$ cat src/hw/rtl/dlmc_pkg.sv
`default_nettype none
// ----------------------------------------------------------------------------
// Debounced LED mode controller package
// Shared types, register indexes and reset values of the configuration space.
// ----------------------------------------------------------------------------
package dlmc_pkg;

    typedef enum logic [1:0] {
        MODE_OFF     = 2'd0,
        MODE_ON      = 2'd1,
        MODE_BLINK   = 2'd2,
        MODE_BREATHE = 2'd3
    } mode_t;

    localparam int CFG_DATA_W = 16;
    localparam int STEP_W     = 8;

    typedef logic [1:0]            cfg_index_t;
    typedef logic [CFG_DATA_W-1:0] cfg_data_t;
    typedef logic [STEP_W-1:0]     step_t;

    localparam cfg_index_t REG_DEBOUNCE_TICKS   = 2'd0;
    localparam cfg_index_t REG_BLINK_HALF_TICKS = 2'd1;
    localparam cfg_index_t REG_BREATHE_INTERVAL = 2'd2;
    localparam cfg_index_t REG_BREATHE_STEP     = 2'd3;

    localparam cfg_data_t RST_DEBOUNCE_TICKS   = 16'd10;
    localparam cfg_data_t RST_BLINK_HALF_TICKS = 16'd500;
    localparam cfg_data_t RST_BREATHE_INTERVAL = 16'd10;
    localparam step_t     RST_BREATHE_STEP     = 8'd5;

endpackage
`default_nettype wire

$ cat src/hw/rtl/dlmc_if.sv
`default_nettype none
// ----------------------------------------------------------------------------
// Debounced LED mode controller channels
// Tick channel carrying the raw button sample and LED channel carrying results.
// ----------------------------------------------------------------------------
interface dlmc_tick_if;
    logic valid;
    logic ready;
    logic button_level;

    modport source (output valid, output button_level, input ready);
    modport sink (input valid, input button_level, output ready);
endinterface

interface dlmc_led_if #(
    parameter int DUTY_BITS = 8
);
    logic                 valid;
    logic                 ready;
    logic [1:0]           led_mode;
    logic                 led1_pwm_active;
    logic [DUTY_BITS-1:0] led1_duty;
    logic                 led1_level;
    logic                 led2_level;

    modport source (
        output valid, output led_mode, output led1_pwm_active, output led1_duty,
        output led1_level, output led2_level, input ready
    );
    modport sink (
        input valid, input led_mode, input led1_pwm_active, input led1_duty,
        input led1_level, input led2_level, output ready
    );
endinterface
`default_nettype wire

$ cat src/hw/rtl/debounced_led_mode_controller_top.sv
`default_nettype none
// ----------------------------------------------------------------------------
// Debounced LED mode controller
// Debounces an active-low button and steps LEDs through off, on, blink and
// breathe modes, one tick word in and one LED word out.
// ----------------------------------------------------------------------------
// Usage:
// Each word on the tick channel is one timer tick carrying the raw button
// sample (1 released, 0 pressed). For every accepted tick word the block
// returns exactly one word on the LED channel with the mode, the breathe duty
// and the digital LED levels after that tick's update.
// The whole update is one pass of counter and compare logic, so a tick word
// is taken every cycle while tick ready is high; its LED word is registered.
// A two-entry output stage (result register plus skid register) keeps the
// tick channel open for one more word while the receiver stalls; tick ready
// drops only once both entries are full.
// Reset puts the block in off mode with the button released, clears all
// timers and loads the default configuration. Configuration writes take
// effect at once and are meant to happen while no word is in flight.
// ----------------------------------------------------------------------------
module debounced_led_mode_controller_top #(
    parameter int COUNTER_WIDTH = 16,
    parameter int DUTY_BITS     = 8
) (
    input  wire logic                 clk,
    input  wire logic                 rst_n,
    input  wire logic                 cfg_we,
    input  wire dlmc_pkg::cfg_index_t cfg_index,
    input  wire dlmc_pkg::cfg_data_t  cfg_wdata,
    dlmc_tick_if.sink                 tick,
    dlmc_led_if.source                led
);
    import dlmc_pkg::*;

    localparam int CW   = COUNTER_WIDTH;
    localparam int CMPW = (CW > CFG_DATA_W) ? CW : CFG_DATA_W;
    localparam int SW   = ((DUTY_BITS > STEP_W) ? DUTY_BITS : STEP_W) + 1;
    localparam logic [CW-1:0]        CNT_MAX  = {CW{1'b1}};
    localparam logic [DUTY_BITS-1:0] DUTY_MAX = {DUTY_BITS{1'b1}};

    // Configuration registers.
    cfg_data_t debounce_reg;
    cfg_data_t blink_half_reg;
    cfg_data_t breathe_intv_reg;
    step_t     breathe_step_reg;

    always_ff @(posedge clk or negedge rst_n)
    begin
        if (!rst_n)
        begin
            debounce_reg     <= RST_DEBOUNCE_TICKS;
            blink_half_reg   <= RST_BLINK_HALF_TICKS;
            breathe_intv_reg <= RST_BREATHE_INTERVAL;
            breathe_step_reg <= RST_BREATHE_STEP;
        end
        else if (cfg_we)
        begin
            case (cfg_index)
                REG_DEBOUNCE_TICKS:   debounce_reg     <= cfg_wdata;
                REG_BLINK_HALF_TICKS: blink_half_reg   <= cfg_wdata;
                REG_BREATHE_INTERVAL: breathe_intv_reg <= cfg_wdata;
                REG_BREATHE_STEP:     breathe_step_reg <= cfg_wdata[STEP_W-1:0];
                default:              ;
            endcase
        end
    end

    // Controller state.
    mode_t                mode_reg,          mode_next;
    logic                 last_sample_reg,   last_sample_next;
    logic [CW-1:0]        stable_count_reg,  stable_count_next;
    logic                 accepted_reg,      accepted_next;
    logic [CW-1:0]        blink_count_reg,   blink_count_next;
    logic                 blink_phase_reg,   blink_phase_next;
    logic [CW-1:0]        breathe_count_reg, breathe_count_next;
    logic [DUTY_BITS-1:0] duty_reg,          duty_next;
    logic                 ramp_down_reg,     ramp_down_next;
    logic                 led2_hold_reg,     led2_hold_next;

    logic                 level_ok;
    logic                 entered;
    logic [CW-1:0]        blink_base;
    logic [CW-1:0]        breathe_base;
    logic [DUTY_BITS-1:0] duty_base;
    logic                 ramp_base;
    logic [SW-1:0]        up_sum;
    logic [SW-1:0]        dn_diff;
    logic                 hit_top;
    logic                 hit_bottom;

    logic                 res_pwm;
    logic [DUTY_BITS-1:0] res_duty;
    logic                 res_led1;

    always_comb
    begin
        last_sample_next  = tick.button_level;
        stable_count_next = (tick.button_level != last_sample_reg) ? '0 :
                            (stable_count_reg == CNT_MAX) ? CNT_MAX :
                            stable_count_reg + 1'b1;
        level_ok          = CMPW'(stable_count_next) > CMPW'(debounce_reg);
        entered           = level_ok && !tick.button_level && accepted_reg;
        accepted_next     = level_ok ? tick.button_level : accepted_reg;
        mode_next         = entered ? mode_t'(mode_reg + 2'd1) : mode_reg;

        blink_count_next   = blink_count_reg;
        blink_phase_next   = blink_phase_reg;
        breathe_count_next = breathe_count_reg;
        duty_next          = duty_reg;
        ramp_down_next     = ramp_down_reg;
        led2_hold_next     = led2_hold_reg;

        blink_base   = entered ? '0 :
                       (blink_count_reg == CNT_MAX) ? CNT_MAX : blink_count_reg + 1'b1;
        breathe_base = entered ? '0 :
                       (breathe_count_reg == CNT_MAX) ? CNT_MAX : breathe_count_reg + 1'b1;
        duty_base    = entered ? '0 : duty_reg;
        ramp_base    = entered ? 1'b0 : ramp_down_reg;

        up_sum  = SW'(duty_base) + SW'(breathe_step_reg);
        dn_diff = SW'(duty_base) - SW'(breathe_step_reg);
        if (ramp_base)
        begin
            hit_top    = (breathe_step_reg == '0) && (duty_base == DUTY_MAX);
            hit_bottom = SW'(duty_base) <= SW'(breathe_step_reg);
        end
        else
        begin
            hit_top    = up_sum >= SW'(DUTY_MAX);
            hit_bottom = up_sum == '0;
        end

        unique case (mode_next)
            MODE_OFF:
            begin
                led2_hold_next = 1'b0;
            end
            MODE_ON:
            begin
                led2_hold_next = 1'b1;
            end
            MODE_BLINK:
            begin
                if (CMPW'(blink_base) >= CMPW'(blink_half_reg))
                begin
                    blink_count_next = '0;
                    blink_phase_next = entered ? 1'b1 : !blink_phase_reg;
                end
                else
                begin
                    blink_count_next = blink_base;
                    blink_phase_next = entered ? 1'b0 : blink_phase_reg;
                end
                led2_hold_next = blink_phase_next;
            end
            MODE_BREATHE:
            begin
                ramp_down_next = ramp_base;
                duty_next      = duty_base;
                if (CMPW'(breathe_base) >= CMPW'(breathe_intv_reg))
                begin
                    breathe_count_next = '0;
                    priority if (hit_top)
                    begin
                        duty_next      = DUTY_MAX;
                        ramp_down_next = !ramp_base;
                    end
                    else if (hit_bottom)
                    begin
                        duty_next      = '0;
                        ramp_down_next = !ramp_base;
                    end
                    else
                    begin
                        duty_next = ramp_base ? dn_diff[DUTY_BITS-1:0]
                                              : up_sum[DUTY_BITS-1:0];
                    end
                end
                else
                begin
                    breathe_count_next = breathe_base;
                end
            end
        endcase
    end

    always_comb
    begin
        unique case (mode_next)
            MODE_OFF:
            begin
                res_pwm  = 1'b0;
                res_duty = '0;
                res_led1 = 1'b0;
            end
            MODE_ON:
            begin
                res_pwm  = 1'b0;
                res_duty = '0;
                res_led1 = 1'b1;
            end
            MODE_BLINK:
            begin
                res_pwm  = 1'b0;
                res_duty = '0;
                res_led1 = blink_phase_next;
            end
            MODE_BREATHE:
            begin
                res_pwm  = 1'b1;
                res_duty = duty_next;
                res_led1 = 1'b0;
            end
        endcase
    end

    logic tick_fire;
    logic led_fire;

    assign tick_fire = tick.valid && tick.ready;

    always_ff @(posedge clk or negedge rst_n)
    begin
        if (!rst_n)
        begin
            mode_reg          <= MODE_OFF;
            last_sample_reg   <= 1'b1;
            stable_count_reg  <= '0;
            accepted_reg      <= 1'b1;
            blink_count_reg   <= '0;
            blink_phase_reg   <= 1'b0;
            breathe_count_reg <= '0;
            duty_reg          <= '0;
            ramp_down_reg     <= 1'b0;
            led2_hold_reg     <= 1'b0;
        end
        else if (tick_fire)
        begin
            mode_reg          <= mode_next;
            last_sample_reg   <= last_sample_next;
            stable_count_reg  <= stable_count_next;
            accepted_reg      <= accepted_next;
            blink_count_reg   <= blink_count_next;
            blink_phase_reg   <= blink_phase_next;
            breathe_count_reg <= breathe_count_next;
            duty_reg          <= duty_next;
            ramp_down_reg     <= ramp_down_next;
            led2_hold_reg     <= led2_hold_next;
        end
    end

    // Output stage: result register backed by one skid entry.
    logic                 out_valid_reg;
    logic [1:0]           out_mode_reg;
    logic                 out_pwm_reg;
    logic [DUTY_BITS-1:0] out_duty_reg;
    logic                 out_led1_reg;
    logic                 out_led2_reg;

    logic                 skid_valid_reg;
    logic [1:0]           skid_mode_reg;
    logic                 skid_pwm_reg;
    logic [DUTY_BITS-1:0] skid_duty_reg;
    logic                 skid_led1_reg;
    logic                 skid_led2_reg;

    assign led_fire   = out_valid_reg && led.ready;
    assign tick.ready = !skid_valid_reg;

    always_ff @(posedge clk or negedge rst_n)
    begin
        if (!rst_n)
        begin
            out_valid_reg  <= 1'b0;
            skid_valid_reg <= 1'b0;
        end
        else if (skid_valid_reg)
        begin
            if (led_fire)
            begin
                skid_valid_reg <= 1'b0;
            end
        end
        else if (tick_fire)
        begin
            if (out_valid_reg && !led.ready)
            begin
                skid_valid_reg <= 1'b1;
            end
            else
            begin
                out_valid_reg <= 1'b1;
            end
        end
        else if (led_fire)
        begin
            out_valid_reg <= 1'b0;
        end
    end

    always_ff @(posedge clk)
    begin
        if (skid_valid_reg)
        begin
            if (led_fire)
            begin
                out_mode_reg <= skid_mode_reg;
                out_pwm_reg  <= skid_pwm_reg;
                out_duty_reg <= skid_duty_reg;
                out_led1_reg <= skid_led1_reg;
                out_led2_reg <= skid_led2_reg;
            end
        end
        else if (tick_fire)
        begin
            if (out_valid_reg && !led.ready)
            begin
                skid_mode_reg <= mode_next;
                skid_pwm_reg  <= res_pwm;
                skid_duty_reg <= res_duty;
                skid_led1_reg <= res_led1;
                skid_led2_reg <= led2_hold_next;
            end
            else
            begin
                out_mode_reg <= mode_next;
                out_pwm_reg  <= res_pwm;
                out_duty_reg <= res_duty;
                out_led1_reg <= res_led1;
                out_led2_reg <= led2_hold_next;
            end
        end
    end

    assign led.valid           = out_valid_reg;
    assign led.led_mode        = out_mode_reg;
    assign led.led1_pwm_active = out_pwm_reg;
    assign led.led1_duty       = out_duty_reg;
    assign led.led1_level      = out_led1_reg;
    assign led.led2_level      = out_led2_reg;

endmodule
`default_nettype wire

$ cat src/flat_wrapper.sv
// flat-port wrapper written by rule: the top's interface ports become plain ports
module debounced_led_mode_controller_top_flat import dlmc_pkg::*;
#(
    parameter int COUNTER_WIDTH = 16,
    parameter int DUTY_BITS     = 8
)
  (clk, rst_n, cfg_we, cfg_index, cfg_wdata, tick_valid, tick_button_level, tick_ready, led_valid, led_led_mode, led_led1_pwm_active, led_led1_duty, led_led1_level, led_led2_level, led_ready);
  dlmc_tick_if tick_i ();
  dlmc_led_if #(.DUTY_BITS(DUTY_BITS)) led_i ();
  input  wire logic clk;
  input  wire logic rst_n;
  input  wire logic cfg_we;
  input  wire dlmc_pkg::cfg_index_t cfg_index;
  input  wire dlmc_pkg::cfg_data_t cfg_wdata;
  input wire logic [$bits(tick_i.valid)-1:0] tick_valid;
  input wire logic [$bits(tick_i.button_level)-1:0] tick_button_level;
  output wire logic [$bits(tick_i.ready)-1:0] tick_ready;
  output wire logic [$bits(led_i.valid)-1:0] led_valid;
  output wire logic [$bits(led_i.led_mode)-1:0] led_led_mode;
  output wire logic [$bits(led_i.led1_pwm_active)-1:0] led_led1_pwm_active;
  output wire logic [$bits(led_i.led1_duty)-1:0] led_led1_duty;
  output wire logic [$bits(led_i.led1_level)-1:0] led_led1_level;
  output wire logic [$bits(led_i.led2_level)-1:0] led_led2_level;
  input wire logic [$bits(led_i.ready)-1:0] led_ready;
  assign tick_i.valid = tick_valid;
  assign tick_i.button_level = tick_button_level;
  assign tick_ready = tick_i.ready;
  assign led_valid = led_i.valid;
  assign led_led_mode = led_i.led_mode;
  assign led_led1_pwm_active = led_i.led1_pwm_active;
  assign led_led1_duty = led_i.led1_duty;
  assign led_led1_level = led_i.led1_level;
  assign led_led2_level = led_i.led2_level;
  assign led_i.ready = led_ready;
  debounced_led_mode_controller_top #(.COUNTER_WIDTH(COUNTER_WIDTH), .DUTY_BITS(DUTY_BITS)) u_core (.clk(clk), .rst_n(rst_n), .cfg_we(cfg_we), .cfg_index(cfg_index), .cfg_wdata(cfg_wdata), .tick(tick_i), .led(led_i));
endmodule
$ cat config.mk
export PLATFORM = sky130hd
export DESIGN_NAME = debounced_led_mode_controller_top_flat
export DESIGN_NICKNAME = d
export VERILOG_FILES = /design/src/hw/rtl/dlmc_pkg.sv /design/src/hw/rtl/dlmc_if.sv /design/src/hw/rtl/debounced_led_mode_controller_top.sv /design/src/flat_wrapper.sv
export SDC_FILE = /design/constraint.sdc
export NUM_CORES = 1
export LEC_CHECK = 0
export BUFFER_PORTS_ARGS = -buffer_cell sky130_fd_sc_hd__buf_2
export CAP_MARGIN = 20
export CORE_MARGIN = 4
export CORE_UTILIZATION = 35
export DETAILED_ROUTE_END_ITERATION = 16
export RECOVER_POWER = 25
export SKIP_LAST_GASP = 1
export SLEW_MARGIN = 10
export SYNTH_ARGS = -nofsm -noshare
export SYNTH_HDL_FRONTEND = slang
export SYNTH_SLANG_ARGS = --single-unit
$ cat constraint.sdc
create_clock -name clk -period 11.05 [get_ports clk]
set_input_delay 2.7625 -clock clk [delete_from_list [all_inputs] [get_ports clk]]
set_output_delay 2.7625 -clock clk [all_outputs]
set_load 0.005 [all_outputs]
==> impl_metrics.yaml <==
clock_network:
  clock-sinks: 147
  post_cts_buffers: 0
  cts_resized: 0
  path_clk_slew_ns: 0.06
  clkLatencyLatePin_ns: 0.42
  cts_hold_buf: 0
  cts_tree: "built"
  cts_buffers: 17
  root_buffer: "clkbuf_16"
  h-tree-depth: 4
  cts_buffer_depth: 2
critical_path:
  critPathMaxFanout: 21
  setup.worst_path.end_class: "flip-flop"
  path_cells: "buf_2 > xor2_1 > clkbuf_1 > a311oi_1 > ha_1 > nand4_4 > nor4_4 > o21ai_2 > and3_4 > nor2_2 > buf_4 > a21oi_1 > ha_1 > o211ai_1 > o311a_1 > o21ai_0 > xor2_1 > and3_1 > o32ai_1 > a31oi_1"
  cp-start-kind: "input port"
  required_ns: 11.20
  r2r_start: "u_core.stable_count_reg[0]$_DFFE_PN0P_"
  crit_start: "tick_button_level"
  max_stage_delay_ns: 0.71
  cp_num_buf_inv: 3
  slowest_stage: "nor2_2"
  r2r_slack_ns: 4.28
  crit_family: "compound AO/OA/AOI/OAI gates"
  crit_arrival_ns: 8.49
  path_class: "in2reg"
cells_and_area:
  postLayoutCellArea_um2: 10300
  post-route-util_pct: 39.8
  multiInputGateArea_um2: 4960
  register_area_um2: 3830
  antenna_cells: 0
  layout_commonest_cell: "dfrtp_1"
  area_growth_pct: 12.3
  fin_nets: 1070
  layout_common_cells: "107 x dfrtp_1, 86 x nand2_1, 78 x a21oi_1"
  drive_above_1_share_pct: 16.9
  fin_cells: 1321
  nFillCells: 2575
drt:
  drc_errors: 0
  drtAntennaViolNets: 0
  wl_per_cell_um: 16.9
  detail_route.first_pass.iterations: 5
  first_iter_violations: 447
  vias: 6916
  routed_wl_mm: 22.3
  detail_route.vias_per_cell: 5.24
timing:
  finalCritPeriodShare_pct: 75.5
  tns_ns: 0
  fmax_mhz: 120
  worst_pin_slew_ns: 2.90
  slew-limit-headroom_pct: -93.4
  skew_ns: 0.0137
  rsz0062_at_grt: "no"
  hold_viol: 0
  setup_viol: 0
  period_needed_ns: 8.34
  report.final.slew_viol_count: 53
grt:
  overflow: 0
  grt_pass1_wl_mm: 36.7
  antenna_found_initial: 0
  grt_max_degree: 71
  grtUsageTotal_pct: 15.8
  grt_pass1_vias: 6875
logic_synthesis:
  synth_nets: 1039
  synthFlopType: "dfrtp_1"
  ys_warn_count: 0
  synthCells: 942
  ys_async_sr_fraction_pct: 82.3
  synth_cell_types: 70
  synth_area_um2: 9200
  synth-edff-count: 26
  ys_seq_area_share_pct: 41.6
  synth-seq-cells: 147
  avgSynthCellArea_um2: 9.77
floorplan:
  dieWidth_um: 170
  io-pin-count: 39
  core_area_um2: 26000
  rows: 59
  start_util_pct: 35.4
  die_area_um2: 29000
  fp.dieH_um: 170
power_and_ir_drop:
  peakVddDrop_mv: 0.0956
  power_mw: 1.65
  power_density_nw_per_um2: 159
  p_leak_nw: 4.79
placed_design:
  place_area_um2: 9720
  gp_congestion: 0.842
  portBuffers: 38
  dp_hpwl_mm: 16.2
  dp_cells: 1287
worst_hold_path:
  hold_class: "reg2reg"
  hold_start: "u_core.last_sample_reg$_DFFE_PN1P_"
status:
  violations: "max-capacitance violations, max-slew violations"
  status: "complete, but fails checks"
job:
  drv_cap: 1
-- through the flow --
step	worst slack, ns	hold slack [ns]
floorplan	3.66	0.446
global route	2.14	0.494
CTS	3.10	0.468
global placement	2.77	0.456
detailed placement	2.67	0.459
finish	2.71	0.465
-- cell usage after synthesis (all sizes together), types with 6 or more instances --
master  number  area (µm²)
xnor2       23         201
nor4         8        96.3
edfxtp      26         781
nand3b       7        52.6
a31oi        9        56.3
o21ai       50         254
and2         8        50.1
clkbuf      26        97.6
a21oi       78         390
and3        26         168
nand2       86         323
nor2b       12        82.6
mux2        56         631
or2          6        37.5
nand2b      12        75.1
buf          9        56.3
a22o        33         289
dfstp       14         368
and4         6        52.6
nor2        50         188
ha          71         888
nor3        15        75.1
nand3       27         135
inv         72         270
a21o        13        97.6
xor2        21         184
nand4        8        65.1
dfrtp      107        2680
-- report_power, final --
part | total, mW | internal [mW] | switching [mW] | leakage (nW)
Clock | 0.609 | 0.365 | 0.244 | 0.303
Sequential | 0.697 | 0.648 | 0.0491 | 1.80
Combinational | 0.341 | 0.140 | 0.201 | 2.69
-- cells by family (layout without fill, tap and decap cells) --
group	Yosys count	count (layout)	share of synthesized area [%]
AND/OR/NAND/NOR	281	281	16.1
adder cells (fa/ha/maj)	73	73	10.1
buffers and inverters	107	151	4.61
XOR/XNOR	44	44	4.19
AO/OA/AOI/OAI	230	230	16.2
flip-flops	147	147	41.6
multiplexers	60	60	7.29
-- final timing paths --
kind                                                      endpoint  depth (start not counted)
hold reg to reg                 u_core.last_sample_reg$_DFFE_PN1P_                          2
max in group asynchronous  u_core.stable_count_reg[13]$_DFFE_PN0P_                          2
hold / removal                  u_core.last_sample_reg$_DFFE_PN1P_                          2
min in group asynchronous  u_core.breathe_count_reg[8]$_DFFE_PN0P_                          1
setup reg to reg                   u_core.led.led2_level$_DFFE_PP_                         22
setup / recovery                   u_core.led.led2_level$_DFFE_PP_                         20
-- tightest hold or removal path, delay by kind of cell (launching register included) --
kind | cells | cell delay (ns)
and+or+nand+nor | 2 | 0.09
DFF | 1 | 0.37
-- cell type report --
class / count / area share [%]
flip-flops and latches: 147 / 37.0
inverters: 72 / 2.62
clock buffers: 18 / 4.25
repair buffers: 47 / 2.35
clock inverters: 14 / 1.72
multi-input cells: 688 / 48.0
well taps: 335 / 4.06
-- per-layer routing --
layer / up-vias / wire (µm) / track usage, %
met5: - / 0 / 0
met2: 97 / 10500 / 25.1
met4: 0 / 294 / 3.99
met3: 20 / 645 / 2.88
li1: 3428 / - / -
met1: 3371 / 10800 / 22.5
Note: power is estimated with default switching activity, not from simulation.
